[src/hdl/ec2c_pkg.sv]
// Shared types, character codes and helper functions for the extended CIGAR to
// SAM CIGAR converter. Used by ec2c_ctrl, ec2c_dp and ecigar_to_cigar_converter_unit.
// No dependencies.
package ec2c_pkg;

  localparam int MAX_DIGITS_DEF = 10;
  localparam int RUN_WIDTH_DEF  = 32;

  localparam logic [7:0] CH_LBRACK = 8'h5B;
  localparam logic [7:0] CH_RBRACK = 8'h5D;
  localparam logic [7:0] CH_LPAREN = 8'h28;
  localparam logic [7:0] CH_RPAREN = 8'h29;
  localparam logic [7:0] CH_EQUAL  = 8'h3D;
  localparam logic [7:0] CH_PLUS   = 8'h2B;
  localparam logic [7:0] CH_MINUS  = 8'h2D;
  localparam logic [7:0] CH_STAR   = 8'h2A;
  localparam logic [7:0] CH_PCT    = 8'h25;
  localparam logic [7:0] CH_SLASH  = 8'h2F;
  localparam logic [7:0] CH_ZERO   = 8'h30;
  localparam logic [7:0] CH_NINE   = 8'h39;
  localparam logic [7:0] CH_A      = 8'h41;
  localparam logic [7:0] CH_C      = 8'h43;
  localparam logic [7:0] CH_G      = 8'h47;
  localparam logic [7:0] CH_T      = 8'h54;
  localparam logic [7:0] CH_N      = 8'h4E;
  localparam logic [7:0] CH_I      = 8'h49;
  localparam logic [7:0] CH_D      = 8'h44;
  localparam logic [7:0] CH_S      = 8'h53;
  localparam logic [7:0] CH_H      = 8'h48;
  localparam logic [7:0] CH_M      = 8'h4D;
  localparam logic [7:0] CH_NONE   = 8'h00;

  typedef enum logic [2:0] {
    CLS_SKIP,
    CLS_DIGIT,
    CLS_BASE,
    CLS_EQUAL,
    CLS_OPER,
    CLS_INVALID
  } char_class_e;

  typedef enum logic [2:0] {
    EMIT_RUN_DIGIT,
    EMIT_MATCH,
    EMIT_STORED,
    EMIT_OPER,
    EMIT_TERM
  } emit_sel_e;

  typedef struct packed {
    logic      set_err;
    logic      push_digit;
    logic      add_one;
    logic      add_value;
    logic      clear_digits;
    logic      clear_run;
    logic      clear_record;
    logic      conv_start;
    logic      conv_step;
    logic      run_shift;
    logic      dig_next;
    logic      emit;
    emit_sel_e sel;
    logic      emit_last;
  } ctrl_cmd_t;

  typedef struct packed {
    char_class_e cls;
    logic        eor;
    logic        err;
    logic        digit_full;
    logic        digit_empty;
    logic        run_zero;
    logic        step_last;
    logic        top_zero;
    logic        dig_last;
    logic        out_free;
  } dp_status_t;

  // decimal digits needed for 2^w - 1
  function automatic int dec_digits(int w);
    longint unsigned v;
    int n;
    v = (64'd1 << w) - 64'd1;
    n = 0;
    for (int i = 0; i < 20; i++) begin
      if (v != 64'd0) begin
        v = v / 64'd10;
        n = n + 1;
      end
    end
    return n;
  endfunction

  // bits needed for 10^d - 1
  function automatic int value_width(int d);
    longint unsigned p;
    p = 64'd1;
    for (int i = 0; i < d; i++) begin
      p = p * 64'd10;
    end
    return $clog2(p);
  endfunction

  function automatic char_class_e classify(logic [7:0] c);
    char_class_e r;
    case (c) inside
      CH_LBRACK, CH_LPAREN: r = CLS_SKIP;
      [CH_ZERO:CH_NINE]: r = CLS_DIGIT;
      CH_A, CH_C, CH_G, CH_T, CH_N: r = CLS_BASE;
      CH_EQUAL: r = CLS_EQUAL;
      CH_PLUS, CH_MINUS, CH_STAR, CH_RPAREN, CH_RBRACK, CH_PCT, CH_SLASH: r = CLS_OPER;
      default: r = CLS_INVALID;
    endcase
    return r;
  endfunction

  function automatic logic [7:0] map_operator(logic [7:0] c);
    logic [7:0] r;
    case (c)
      CH_PLUS:   r = CH_I;
      CH_MINUS:  r = CH_D;
      CH_STAR:   r = CH_N;
      CH_RPAREN: r = CH_S;
      CH_RBRACK: r = CH_H;
      CH_PCT:    r = CH_N;
      CH_SLASH:  r = CH_N;
      default:   r = CH_NONE;
    endcase
    return r;
  endfunction

endpackage

[src/hdl/ec2c_dp.sv]
// Datapath of the converter: request capture, match run, digit buffer,
// binary to decimal converter and output register.
// Depends on ec2c_pkg.
module ec2c_dp #(
  parameter int MAX_DIGITS = ec2c_pkg::MAX_DIGITS_DEF,
  parameter int RUN_WIDTH  = ec2c_pkg::RUN_WIDTH_DEF
) (
  input  logic                   clk_i,
  input  logic                   rst_ni,
  input  logic                   accept_i,
  input  logic [7:0]             in_char_i,
  input  logic                   end_of_record_i,
  input  ec2c_pkg::ctrl_cmd_t    cmd_i,
  output ec2c_pkg::dp_status_t   st_o,
  input  logic                   out_stall_i,
  output logic                   out_valid_o,
  output logic [7:0]             out_char_o,
  output logic                   has_char_o,
  output logic                   bad_token_o,
  output logic                   last_of_record_o
);

  localparam int CNT_W   = $clog2(MAX_DIGITS + 1);
  localparam int IDX_W   = (MAX_DIGITS > 1) ? $clog2(MAX_DIGITS) : 1;
  localparam int DV_W    = ec2c_pkg::value_width(MAX_DIGITS);
  localparam int AW      = (DV_W > RUN_WIDTH) ? DV_W : RUN_WIDTH;
  localparam int NUM_DIG = ec2c_pkg::dec_digits(RUN_WIDTH);
  localparam int BCD_W   = 4 * NUM_DIG;
  localparam int SC_W    = $clog2(RUN_WIDTH + 1);
  localparam logic [RUN_WIDTH-1:0] RUN_MAX = {RUN_WIDTH{1'b1}};

  logic [7:0]           char_q;
  logic                 eor_q;
  logic [RUN_WIDTH-1:0] run_q;
  logic                 err_q;
  logic [CNT_W-1:0]     digit_count_q;
  logic [DV_W-1:0]      digit_value_q;
  logic [3:0]           digit_store_q [MAX_DIGITS];
  logic [CNT_W-1:0]     dig_idx_q;
  logic [RUN_WIDTH-1:0] bin_q;
  logic [BCD_W-1:0]     bcd_q;
  logic [SC_W-1:0]      step_q;
  logic                 out_valid_q;
  logic [7:0]           out_char_q;
  logic                 has_char_q;
  logic                 bad_token_q;
  logic                 last_q;

  logic [RUN_WIDTH-1:0] diff;
  logic [AW-1:0]        amount;
  logic                 sat;
  logic [RUN_WIDTH-1:0] run_sum;
  logic [DV_W-1:0]      dv_next;
  logic [BCD_W-1:0]     bcd_adj;
  logic [3:0]           top_digit;
  logic [3:0]           dig_rd;
  logic                 out_free;

  assign diff    = RUN_MAX - run_q;
  assign amount  = cmd_i.add_one ? AW'(1) : AW'(digit_value_q);
  assign sat     = amount >= AW'(diff);
  assign run_sum = sat ? RUN_MAX : run_q + amount[RUN_WIDTH-1:0];
  assign dv_next = (digit_value_q << 3) + (digit_value_q << 1) + DV_W'(char_q[3:0]);

  always_comb begin
    for (int i = 0; i < NUM_DIG; i++) begin
      bcd_adj[4*i +: 4] = (bcd_q[4*i +: 4] >= 4'd5) ? bcd_q[4*i +: 4] + 4'd3
                                                    : bcd_q[4*i +: 4];
    end
  end

  assign top_digit = bcd_q[BCD_W-1 -: 4];
  assign dig_rd    = digit_store_q[dig_idx_q[IDX_W-1:0]];
  assign out_free  = !out_valid_q || !out_stall_i;

  assign st_o.cls         = ec2c_pkg::classify(char_q);
  assign st_o.eor         = eor_q;
  assign st_o.err         = err_q;
  assign st_o.digit_full  = digit_count_q == CNT_W'(MAX_DIGITS);
  assign st_o.digit_empty = digit_count_q == '0;
  assign st_o.run_zero    = run_q == '0;
  assign st_o.step_last   = step_q == SC_W'(1);
  assign st_o.top_zero    = top_digit == 4'd0;
  assign st_o.dig_last    = (dig_idx_q + CNT_W'(1)) == digit_count_q;
  assign st_o.out_free    = out_free;

  always_ff @(posedge clk_i or negedge rst_ni) begin
    if (!rst_ni) begin
      run_q         <= '0;
      err_q         <= 1'b0;
      digit_count_q <= '0;
      digit_value_q <= '0;
      dig_idx_q     <= '0;
      step_q        <= '0;
      out_valid_q   <= 1'b0;
    end else begin
      if (cmd_i.clear_record || cmd_i.clear_run) begin
        run_q <= '0;
      end else if (cmd_i.add_one || cmd_i.add_value) begin
        run_q <= run_sum;
      end

      if (cmd_i.clear_record) begin
        err_q <= 1'b0;
      end else if (cmd_i.set_err) begin
        err_q <= 1'b1;
      end

      if (cmd_i.clear_record || cmd_i.clear_digits) begin
        digit_count_q <= '0;
        digit_value_q <= '0;
        dig_idx_q     <= '0;
      end else begin
        if (cmd_i.push_digit) begin
          digit_count_q <= digit_count_q + CNT_W'(1);
          digit_value_q <= dv_next;
        end
        if (cmd_i.dig_next) begin
          dig_idx_q <= dig_idx_q + CNT_W'(1);
        end
      end

      if (cmd_i.conv_start) begin
        step_q <= SC_W'(RUN_WIDTH);
      end else if (cmd_i.conv_step) begin
        step_q <= (step_q == SC_W'(1)) ? SC_W'(NUM_DIG) : step_q - SC_W'(1);
      end else if (cmd_i.run_shift) begin
        step_q <= step_q - SC_W'(1);
      end

      if (cmd_i.emit) begin
        out_valid_q <= 1'b1;
      end else if (!out_stall_i) begin
        out_valid_q <= 1'b0;
      end
    end
  end

  always_ff @(posedge clk_i) begin
    if (accept_i) begin
      char_q <= in_char_i;
      eor_q  <= end_of_record_i;
    end
    if (cmd_i.push_digit) begin
      digit_store_q[digit_count_q[IDX_W-1:0]] <= char_q[3:0];
    end
    if (cmd_i.conv_start) begin
      bin_q <= run_q;
      bcd_q <= '0;
    end else if (cmd_i.conv_step) begin
      bin_q <= bin_q << 1;
      bcd_q <= {bcd_adj[BCD_W-2:0], bin_q[RUN_WIDTH-1]};
    end else if (cmd_i.run_shift) begin
      bcd_q <= {bcd_q[BCD_W-5:0], 4'd0};
    end
    if (cmd_i.emit) begin
      case (cmd_i.sel)
        ec2c_pkg::EMIT_RUN_DIGIT: begin
          out_char_q  <= ec2c_pkg::CH_ZERO | {4'd0, top_digit};
          has_char_q  <= 1'b1;
          bad_token_q <= 1'b0;
          last_q      <= 1'b0;
        end
        ec2c_pkg::EMIT_MATCH: begin
          out_char_q  <= ec2c_pkg::CH_M;
          has_char_q  <= 1'b1;
          bad_token_q <= 1'b0;
          last_q      <= cmd_i.emit_last;
        end
        ec2c_pkg::EMIT_STORED: begin
          out_char_q  <= ec2c_pkg::CH_ZERO | {4'd0, dig_rd};
          has_char_q  <= 1'b1;
          bad_token_q <= 1'b0;
          last_q      <= 1'b0;
        end
        ec2c_pkg::EMIT_OPER: begin
          out_char_q  <= ec2c_pkg::map_operator(char_q);
          has_char_q  <= 1'b1;
          bad_token_q <= 1'b0;
          last_q      <= cmd_i.emit_last;
        end
        default: begin
          out_char_q  <= ec2c_pkg::CH_NONE;
          has_char_q  <= 1'b0;
          bad_token_q <= err_q;
          last_q      <= 1'b1;
        end
      endcase
    end
  end

  assign out_valid_o      = out_valid_q;
  assign out_char_o       = out_char_q;
  assign has_char_o       = has_char_q;
  assign bad_token_o      = bad_token_q;
  assign last_of_record_o = last_q;

`ifndef NO_ASSERTIONS
  a_digit_count_bound: assert property (@(posedge clk_i) disable iff (!rst_ni)
    digit_count_q <= CNT_W'(MAX_DIGITS))
    else $error("digit count beyond buffer depth");

  a_bad_is_terminator: assert property (@(posedge clk_i) disable iff (!rst_ni)
    out_valid_o && bad_token_o |-> last_of_record_o && !has_char_o)
    else $error("error flag on a result that is not a bare terminator");
`endif

endmodule

[src/hdl/ec2c_ctrl.sv]
// Controller state machine of the converter: decodes each request and
// sequences run flush, digit echo, operator and terminator results.
// Depends on ec2c_pkg; drives ec2c_dp through ctrl_cmd_t.
module ec2c_ctrl (
  input  logic                 clk_i,
  input  logic                 rst_ni,
  input  logic                 accept_i,
  input  ec2c_pkg::dp_status_t st_i,
  output ec2c_pkg::ctrl_cmd_t  cmd_o,
  output logic                 in_stall_o
);

  typedef enum logic [3:0] {
    ST_IDLE,
    ST_DECODE,
    ST_FLUSH_CHK,
    ST_CONV,
    ST_RUN_OUT,
    ST_EMIT_M,
    ST_DIG,
    ST_OP,
    ST_TERM
  } state_e;

  state_e state_q, state_d;
  logic   op_q, op_d;
  logic   started_q, started_d;
  logic   new_err;

  always_comb begin
    state_d   = state_q;
    op_d      = op_q;
    started_d = started_q;
    new_err   = 1'b0;
    cmd_o     = '0;
    cmd_o.sel = ec2c_pkg::EMIT_TERM;
    case (state_q)
      ST_IDLE: begin
        if (accept_i) begin
          state_d = ST_DECODE;
        end
      end
      ST_DECODE: begin
        op_d = 1'b0;
        if (st_i.err) begin
          state_d = st_i.eor ? ST_TERM : ST_IDLE;
        end else begin
          case (st_i.cls)
            ec2c_pkg::CLS_DIGIT: begin
              if (st_i.digit_full) begin
                new_err = 1'b1;
              end else begin
                cmd_o.push_digit = 1'b1;
              end
            end
            ec2c_pkg::CLS_BASE: cmd_o.add_one = 1'b1;
            ec2c_pkg::CLS_EQUAL: begin
              if (st_i.digit_empty) begin
                new_err = 1'b1;
              end else begin
                cmd_o.add_value    = 1'b1;
                cmd_o.clear_digits = 1'b1;
              end
            end
            ec2c_pkg::CLS_OPER: op_d = 1'b1;
            ec2c_pkg::CLS_INVALID: new_err = 1'b1;
            default: ;
          endcase
          cmd_o.set_err = new_err;
          if (new_err) begin
            state_d = st_i.eor ? ST_TERM : ST_IDLE;
          end else if (st_i.cls == ec2c_pkg::CLS_OPER || st_i.eor) begin
            state_d = ST_FLUSH_CHK;
          end else begin
            state_d = ST_IDLE;
          end
        end
      end
      ST_FLUSH_CHK: begin
        if (!st_i.run_zero) begin
          cmd_o.conv_start = 1'b1;
          state_d          = ST_CONV;
        end else if (op_q) begin
          state_d = st_i.digit_empty ? ST_OP : ST_DIG;
        end else begin
          state_d = ST_TERM;
        end
      end
      ST_CONV: begin
        cmd_o.conv_step = 1'b1;
        started_d       = 1'b0;
        if (st_i.step_last) begin
          state_d = ST_RUN_OUT;
        end
      end
      ST_RUN_OUT: begin
        if (!started_q && st_i.top_zero) begin
          cmd_o.run_shift = 1'b1;
          if (st_i.step_last) begin
            state_d = ST_EMIT_M;
          end
        end else if (st_i.out_free) begin
          cmd_o.emit      = 1'b1;
          cmd_o.sel       = ec2c_pkg::EMIT_RUN_DIGIT;
          cmd_o.run_shift = 1'b1;
          started_d       = 1'b1;
          if (st_i.step_last) begin
            state_d = ST_EMIT_M;
          end
        end
      end
      ST_EMIT_M: begin
        if (st_i.out_free) begin
          cmd_o.emit      = 1'b1;
          cmd_o.sel       = ec2c_pkg::EMIT_MATCH;
          cmd_o.emit_last = st_i.eor && !op_q;
          cmd_o.clear_run = 1'b1;
          if (op_q) begin
            state_d = st_i.digit_empty ? ST_OP : ST_DIG;
          end else begin
            cmd_o.clear_record = 1'b1;
            state_d            = ST_IDLE;
          end
        end
      end
      ST_DIG: begin
        if (st_i.out_free) begin
          cmd_o.emit     = 1'b1;
          cmd_o.sel      = ec2c_pkg::EMIT_STORED;
          cmd_o.dig_next = 1'b1;
          if (st_i.dig_last) begin
            state_d = ST_OP;
          end
        end
      end
      ST_OP: begin
        if (st_i.out_free) begin
          cmd_o.emit         = 1'b1;
          cmd_o.sel          = ec2c_pkg::EMIT_OPER;
          cmd_o.emit_last    = st_i.eor;
          cmd_o.clear_digits = 1'b1;
          cmd_o.clear_record = st_i.eor;
          state_d            = ST_IDLE;
        end
      end
      ST_TERM: begin
        if (st_i.out_free) begin
          cmd_o.emit         = 1'b1;
          cmd_o.sel          = ec2c_pkg::EMIT_TERM;
          cmd_o.clear_record = 1'b1;
          state_d            = ST_IDLE;
        end
      end
      default: state_d = ST_IDLE;
    endcase
  end

  always_ff @(posedge clk_i or negedge rst_ni) begin
    if (!rst_ni) begin
      state_q   <= ST_IDLE;
      op_q      <= 1'b0;
      started_q <= 1'b0;
    end else begin
      state_q   <= state_d;
      op_q      <= op_d;
      started_q <= started_d;
    end
  end

  assign in_stall_o = state_q != ST_IDLE;

`ifndef NO_ASSERTIONS
  a_accept_to_decode: assert property (@(posedge clk_i) disable iff (!rst_ni)
    accept_i |=> state_q == ST_DECODE)
    else $error("accepted request not decoded next cycle");

  a_emit_when_free: assert property (@(posedge clk_i) disable iff (!rst_ni)
    cmd_o.emit |-> st_i.out_free)
    else $error("result loaded into an occupied output register");

  a_run_held_in_flush: assert property (@(posedge clk_i) disable iff (!rst_ni)
    state_q == ST_RUN_OUT |-> !st_i.run_zero)
    else $error("match run lost during decimal output");
`endif

endmodule

[src/hdl/ecigar_to_cigar_converter_unit.sv]
// Top level of the extended CIGAR to SAM CIGAR converter.
// Depends on ec2c_pkg, ec2c_ctrl and ec2c_dp.
//
// Takes one extended CIGAR character per request and returns SAM CIGAR
// characters through an output register. Skipped characters, digits, base
// letters and '=' are accepted and then decoded. An operator or a clean
// record end also passes a flush check and then emits its results; when the
// match run is nonzero it first goes through a shift-add-3 binary to decimal
// converter, then the decimal digit positions of a RUN_WIDTH-bit value are
// shifted out in turn, with leading zeros shifted but not emitted.
// A stalled output holds these steps. Input is taken only between requests.
module ecigar_to_cigar_converter_unit #(
  parameter int MAX_DIGITS = ec2c_pkg::MAX_DIGITS_DEF,
  parameter int RUN_WIDTH  = ec2c_pkg::RUN_WIDTH_DEF
) (
  input  logic       clk_i,
  input  logic       rst_ni,
  input  logic       in_valid_i,
  output logic       in_stall_o,
  input  logic [7:0] in_char_i,
  input  logic       end_of_record_i,
  output logic       out_valid_o,
  input  logic       out_stall_i,
  output logic [7:0] out_char_o,
  output logic       has_char_o,
  output logic       bad_token_o,
  output logic       last_of_record_o
);

  ec2c_pkg::ctrl_cmd_t  cmd;
  ec2c_pkg::dp_status_t st;
  logic                 accept;

  assign accept = in_valid_i && !in_stall_o;

  ec2c_ctrl u_ctrl (
    .clk_i      (clk_i),
    .rst_ni     (rst_ni),
    .accept_i   (accept),
    .st_i       (st),
    .cmd_o      (cmd),
    .in_stall_o (in_stall_o)
  );

  ec2c_dp #(
    .MAX_DIGITS (MAX_DIGITS),
    .RUN_WIDTH  (RUN_WIDTH)
  ) u_dp (
    .clk_i            (clk_i),
    .rst_ni           (rst_ni),
    .accept_i         (accept),
    .in_char_i        (in_char_i),
    .end_of_record_i  (end_of_record_i),
    .cmd_i            (cmd),
    .st_o             (st),
    .out_stall_i      (out_stall_i),
    .out_valid_o      (out_valid_o),
    .out_char_o       (out_char_o),
    .has_char_o       (has_char_o),
    .bad_token_o      (bad_token_o),
    .last_of_record_o (last_of_record_o)
  );

endmodule
[config.mk]
export PLATFORM = sky130hd
export DESIGN_NAME = ecigar_to_cigar_converter_unit
export DESIGN_NICKNAME = d
export VERILOG_FILES = /design/src/hdl/ec2c_pkg.sv /design/src/hdl/ec2c_dp.sv /design/src/hdl/ec2c_ctrl.sv /design/src/hdl/ecigar_to_cigar_converter_unit.sv
export SDC_FILE = /design/constraint.sdc
export NUM_CORES = 1
export LEC_CHECK = 0
export ABC_AREA = 1
export ABC_CLOCK_PERIOD_IN_PS = 3050
export BUFFER_PORTS_ARGS = -buffer_cell sky130_fd_sc_hd__clkbuf_2
export CORE_MARGIN = 3
export CORE_UTILIZATION = 50
export DETAILED_ROUTE_END_ITERATION = 10
export PLACE_DENSITY = 0.73
export SLEW_MARGIN = 30
export SYNTH_ARGS = -nofsm -noshare
export SYNTH_HDL_FRONTEND = slang
export SYNTH_SLANG_ARGS = --single-unit
[constraint.sdc]
create_clock -name clk_i -period 3.05 [get_ports clk_i]
set_input_delay 0.1525 -clock clk_i [delete_from_list [all_inputs] [get_ports clk_i]]
set_output_delay 0.1525 -clock clk_i [all_outputs]
set_load 0.1 [all_outputs]
==> qor.yml, run 1 <==
grt_pass1_wl_um: 72000
syn_avg_cell_area_um2: 7.39
worst-path-max-fanout: 8
initialDrtViolationCount: 1327
ios: 26
syn_to_final_growth_pct: 24.9
coreArea_um2: 30000
num_rows: 63
hold_viol_final: 0
via_per_inst: 5.62
antenna_left: 0
p_int_uw: 10800
grt_use_total_pct: 26.1
p_sw_share_pct: 46.2
mostFrequentLayoutCells: "536 x nand2_1, 222 x inv_1, 153 x buf_4"
h-tree-depth: 1
clock_path_buffers: 3
synth_flop_cell: "edfxtp_1"
io_buffers: 24
pwr-share-comb_pct: 60.0
avgRoutedWirePerCell_um: 16.7
finalClockSkew_ns: 0.0258
power_switching_uw: 9330
cts_tree: "yes"
clkSinkCount: 219
synth.distinct_cells: 53
root_buffer: "clkbuf_16"
clk_pin_slew_worst_paths_ns: 0.06
die_w_um: 181
final.setup.tns_ns: -7.94
cts_buffers: 26
run_status: "finished, violations left"
ff2ff_setup_slack_ns: -0.30
powerDensity_nw_per_um2: 1050
path_class: "flop to flop"
layout-drive-gt1-share_pct: 20.5
yosys_warnings: 0
die_y_um: 181
synthMuxAreaShare_pct: 0
fin_hold_ws_ns: 0.158
grt_max_degree: 60
violations: "negative setup slack"
vias: 15013
gr-total-overflow: 0
p_leak_uw: 0.00914
clock_latency_ns: 0.56
drc: 0
power_uw: 20200
drt-total-wl_um: 44700
min_period_ns: 3.35
design.die.area_um2: 32900
synth-simple-area-share_pct: 26.8
n_antenna_cell: 0
maxSlewHeadroom_pct: 49.4
synth_compound_gate_area_share_pct: 14.3
synth_top_family_by_area: "simple AND/OR/NAND/NOR gates"
setup_viol: 32
crit_path_end_kind: "flop"
pwr-share-clk_pct: 15.0
synth_xor_area_share_pct: 2.96
cp.arrival_ns: 3.78
synth-edff-count: 91
rsz0062_at_grt: "yes"
antenna_found_initial: 0
reg2reg_depth: 23
tightestPinTransition_ns: 0.754
synth_nets: 2221
synth_cells: 2082
async_flop_share_pct: 40.2
layout_commonest_cell: "nand2_1"
fin_util_pct: 64.2
start_kind: "flop"
seqPwrFrac_pct: 25.0
crit_start: "u_dp.char_q[4]"
synth_area_um2: 15400
synthAdderAreaFrac_pct: 10.4
synth_seq_cells: 219
detailed_place_hpwl_um: 30100
drv_slew: 0
nets: 2402
peakVddDrop_v: 0.000877
setup_ws_ns: -0.302
reg2reg_to: "u_dp.run_q[30]"
hp-class: "primary input to async pin"
fmax_ghz: 0.298
cp.required_ns: 3.48
period_share_pct: 110
start_util_pct: 51.4
r2r-start: "u_dp.char_q[4]"
drt_first_pass_iters: 6
cap_viol_max_count: 0
grt_pass1_vias: 14562
yosysSeqAreaShare_pct: 37.3
gp_congestion: 0.952
## state kept, by name, indices dropped and copies added, names as in the netlist, 4 cells and up
name,cells
u_dp.dig_idx_q,4
u_dp.digit_store_q,40
u_dp.char_q,8
u_dp.bcd_q,40
u_dp.digit_value_q,34
u_dp.run_q,32
u_dp.step_q,6
u_dp.digit_count_q,4
u_dp.bin_q,32
u_dp.out_char_o,7
u_ctrl.state_q,4
## through the flow
stage                     std cells  cell area, µm²  worst slack [ns]
after floorplan                2082           15400           0.00380
after global placement         2569           16700            -0.140
after detailed placement       2569           16700            -0.189
after CTS                      2674           19000            -0.127
after global routing           2673           19200            -0.445
final                          2673           19200            -0.302
## power by group through the flow
stage	combinational, µW	clock [µW]	sequential [µW]
after floorplan	6390	0	4880
after global placement	9240	0	4920
after detailed placement	9440	0	4940
after CTS	11300	3070	5000
after global routing	13200	3190	5130
final	12100	3020	5050
## metal layers
metal | wire length, µm | global-route usage [%] | vias up
met5 | 0 | 0 | -
met4 | 2060 | 10.4 | 0
met3 | 2320 | 3.04 | 141
met2 | 21200 | 44.4 | 520
met1 | 19200 | 34.0 | 7062
li1 | - | - | 7290
## cell families (layout without fill, tap and decap cells)
| logic type | after synthesis | in the layout |
|---|---|---|
| adder cells (fa/ha/maj) | 126 | 126 |
| buffers and inverters | 312 | 513 |
| other | 1 | 1 |
| flip-flops | 219 | 219 |
| AO/OA/AOI/OAI | 394 | 394 |
| XOR/XNOR | 52 | 52 |
| AND/OR/NAND/NOR | 978 | 978 |
## synthesized netlist by cell type (12+ instances only)
cell / count / area (µm²)
a21oi_1: 126 / 631
buf_2: 21 / 105
clkbuf_1: 23 / 86.3
dfrtp_1: 88 / 2200
dfxtp_1: 40 / 801
edfxtp_1: 91 / 2730
ha_1: 123 / 1540
inv_1: 239 / 897
inv_2: 15 / 56.3
nand2_1: 591 / 2220
nand3_1: 123 / 616
nand4_1: 23 / 144
nor2_1: 164 / 616
nor3_1: 22 / 110
nor4_1: 12 / 75.1
o21ai_0: 151 / 756
o21ai_1: 28 / 140
xnor2_1: 32 / 280
xor2_1: 20 / 175
## critical path, stage by stage (launching register included)
cell	delay, ns
edfxtp_1	0.46
inv_1	0.10
nor2_2	0.18
nand3_2	0.13
nand2_2	0.12
nand3_4	0.15
buf_12	0.19
buf_16	0.15
nand2_2	0.06
inv_2	0.04
ha_4	0.15
a21oi_1	0.23
nor2_1	0.09
nor2_1	0.18
a21boi_2	0.23
nand2_1	0.07
nand2_1	0.07
nand2_2	0.06
nand2_4	0.12
buf_12	0.13
buf_16	0.13
nand3_4	0.06
nand2_2	0.05
nand2_1	0.05
## layout make-up
type	count	area (µm²)
fillers	2412	10700
well taps	390	488
repair buffers	209	1770
multi-input cells	1551	9420
clock inverters	16	150
flip-flops and latches	219	5740
inverters	256	983
clock buffers	32	673
## worst max-delay path by stage
stage	end	slack, ns
2_1_floorplan	u_dp.run_q[10]	0.004
3_3_place_gp	u_dp.run_q[23]	-0.14
3_5_place_dp	u_dp.run_q[13]	-0.19
4_1_cts	u_ctrl.state_q[3]	-0.13
5_1_grt	u_dp.run_q[28]	-0.44
6_report	u_dp.run_q[30]	-0.30
## timing repair
item,4_1_cts,5_1_grt
resized for setup,202,65
hold buffers,11,0
gates cloned,8,1
endpoints found under the setup margin,33,41
buffers inserted,38,5
hold endpoints to repair,50,0
pin swaps,39,32
No activity file was read; power rests on OpenSTA's default activity.
==> run 2, diff against run 1 <==
==> constraint.sdc (replaced) <==
create_clock -name clk_i -period 3.05 [get_ports clk_i]
set_input_delay 0.4575 -clock clk_i [delete_from_list [all_inputs] [get_ports clk_i]]
set_output_delay 0.4575 -clock clk_i [all_outputs]
set_load 0.1 [all_outputs]
==> qor.yml, run 2 (synthesis gave the netlist of run 1 again) <==
ios: 26
grt_max_degree: 60
design.die.area_um2: 32900
peakVddDrop_v: 0.000648
start_kind: "flop"
powerDensity_nw_per_um2: 1050
violations: "negative setup slack"
detailed_place_hpwl_um: 30100
nets: 2381
cpPeakStageDelay_ns: 0.39
crit_path_end_kind: "flop"
power_uw: 19800
cts_buffers: 26
crit_family: "simple AND/OR/NAND/NOR gates"
cp.required_ns: 3.48
p_int_uw: 10800
place_area_um2: 16700
pwr-share-comb_pct: 58.2
crit_buf_inv: 5
hp-class: "primary input to flop"
maxSlewHeadroom_pct: 48.4
nFillCells: 2500
clock_path_buffers: 3
mostFrequentLayoutCells: "549 x nand2_1, 226 x inv_1, 147 x buf_4"
hold_viol_final: 0
via_per_inst: 5.57
seqPwrFrac_pct: 25.3
cap_viol_max_count: 0
syn_to_final_growth_pct: 22.6
p_leak_uw: 0.00901
n_antenna_cell: 0
num_rows: 63
h-tree-depth: 1
tightestPinTransition_ns: 0.769
vias: 14784
grt_pass1_vias: 13839
pwr-share-clk_pct: 16.5
drt_first_pass_iters: 5
initialDrtViolationCount: 1161
grt_use_total_pct: 24.4
worst-path-max-fanout: 7
die_w_um: 181
period_share_pct: 108
coreArea_um2: 30000
gp_congestion: 0.948
gr-total-overflow: 0
cts_tree: "yes"
rsz0062_at_grt: "yes"
start_util_pct: 51.4
crit_top_cell: "nand2_1"
power_switching_uw: 9000
io_buffers: 24
critPathSlowestCell: "edfxtp_1"
setup_ws_ns: -0.232
cp.arrival_ns: 3.71
path_class: "flop to flop"
reg2reg_depth: 26
avgRoutedWirePerCell_um: 16.5
cp.depth: 26
antenna_found_initial: 0
layout-drive-gt1-share_pct: 18.9
final.setup.tns_ns: -6.01
drt-total-wl_um: 43800
fmax_ghz: 0.305
p_sw_share_pct: 45.5
clock_latency_ns: 0.56
layout_commonest_cell: "nand2_1"
clk_pin_slew_worst_paths_ns: 0.06
drv_slew: 0
die_y_um: 181
root_buffer: "clkbuf_16"
finalClockSkew_ns: 0.0184
drc: 0
worstHoldPathCells: 1
setup_viol: 32
antenna_left: 0
grt_pass1_wl_um: 67600
min_period_ns: 3.28
clkSinkCount: 219
design_area_um2: 18900
run_status: "finished, violations left"
[run 2: cell count changes in the layout (fill, tap and decap cells not counted), sizes merged]
cell | before | now
buf | 174 | 159
clkinvlp | 4 | 3
bufinv | 2 | 4
clkbuf | 56 | 61
dlygate4sd3 | 11 | 1
clkinv | 11 | 9
[run 2: final cells by class]
type,count,area [µm²],share of cell area (%)
multi-input cells,1551,9220,48.8
flip-flops and latches,219,5740,30.4
repair buffers,188,1570,8.29
inverters,256,973,5.16
clock buffers,33,707,3.74
well taps,390,488,2.58
clock inverters,15,191,1.01
[run 2: per-stage QoR]
| step | instances | worst slack [ns] | hold WS (ns) | util, % |
|---|---|---|---|---|
| 4_1_cts | 2626 | -0.166 | 0.0695 | 59.7 |
| 2_1_floorplan | 2082 | 0.00380 | 0.162 | - |
| 6_report | 2652 | -0.232 | 0.0827 | 63.0 |
| 5_1_grt | 2652 | -0.346 | 0.0632 | 63.0 |
| 3_5_place_dp | 2569 | -0.165 | 0.439 | 55.8 |
| 3_3_place_gp | 2569 | -0.139 | 0.430 | 55.8 |
[run 2: what timing repair did]
item,4_1_cts,5_1_grt
setup endpoints to repair,34,45
pin swaps,1,46
hold buffers,1,0
hold endpoints to repair,46,0
gates resized for setup,39,162
cloned,2,7
setup buffers,6,19
[run 2: path summary, 6_finish.rpt]
check / startpoint / endpoint / slack [ns]
setup reg to reg: u_dp.char_q[5] / u_dp.run_q[14] / -0.23
hold / removal: in_char_i[1] / u_dp.char_q[1] / 0.08
hold reg to reg: u_dp.bin_q[31] / u_dp.bcd_q[0] / 0.44
max in group asynchronous: rst_ni / u_dp.digit_value_q[18] / 1.86
setup / recovery: u_dp.char_q[5] / u_dp.run_q[14] / -0.23
min in group asynchronous: rst_ni / u_dp.run_q[28] / 0.49
[run 2: worst reg2reg max path: stages (launching register included)]
cell,delay [ns]
edfxtp_1,0.39
inv_1,0.10
nand3_2,0.12
a21oi_2,0.13
nand3b_1,0.12
nand2_2,0.11
nand3_4,0.11
buf_12,0.18
buf_16,0.14
nand2_4,0.06
inv_4,0.04
ha_4,0.26
a21oi_4,0.16
nand2_1,0.09
nand2_1,0.11
nand2_1,0.06
nand2_1,0.10
nand3_1,0.09
nand2_1,0.07
nand2_1,0.05
nand2_1,0.08
nand2_2,0.09
nand2_8,0.15
clkbuf_16,0.18
nand3_2,0.06
nand2_1,0.06
nand2_1,0.06
[run 2: power by group through the flow]
| stage | sequential, µW | clock, µW | combinational [µW] |
|---|---|---|---|
| floorplan | 4880 | 0 | 6390 |
| global placement | 4920 | 0 | 9240 |
| detailed placement | 4940 | 0 | 9430 |
| CTS | 4910 | 3310 | 9780 |
| global route | 5090 | 3430 | 12700 |
| finish | 5000 | 3280 | 11500 |
[run 2: per-layer routing]
layer	share of wire, %	vias up	global-route usage [%]
met2	47	465	41.8
met4	3.7	0	7.59
met1	44	6970	32.3
li1	-	7242	-
met3	5.2	107	3.10
met5	0	-	0
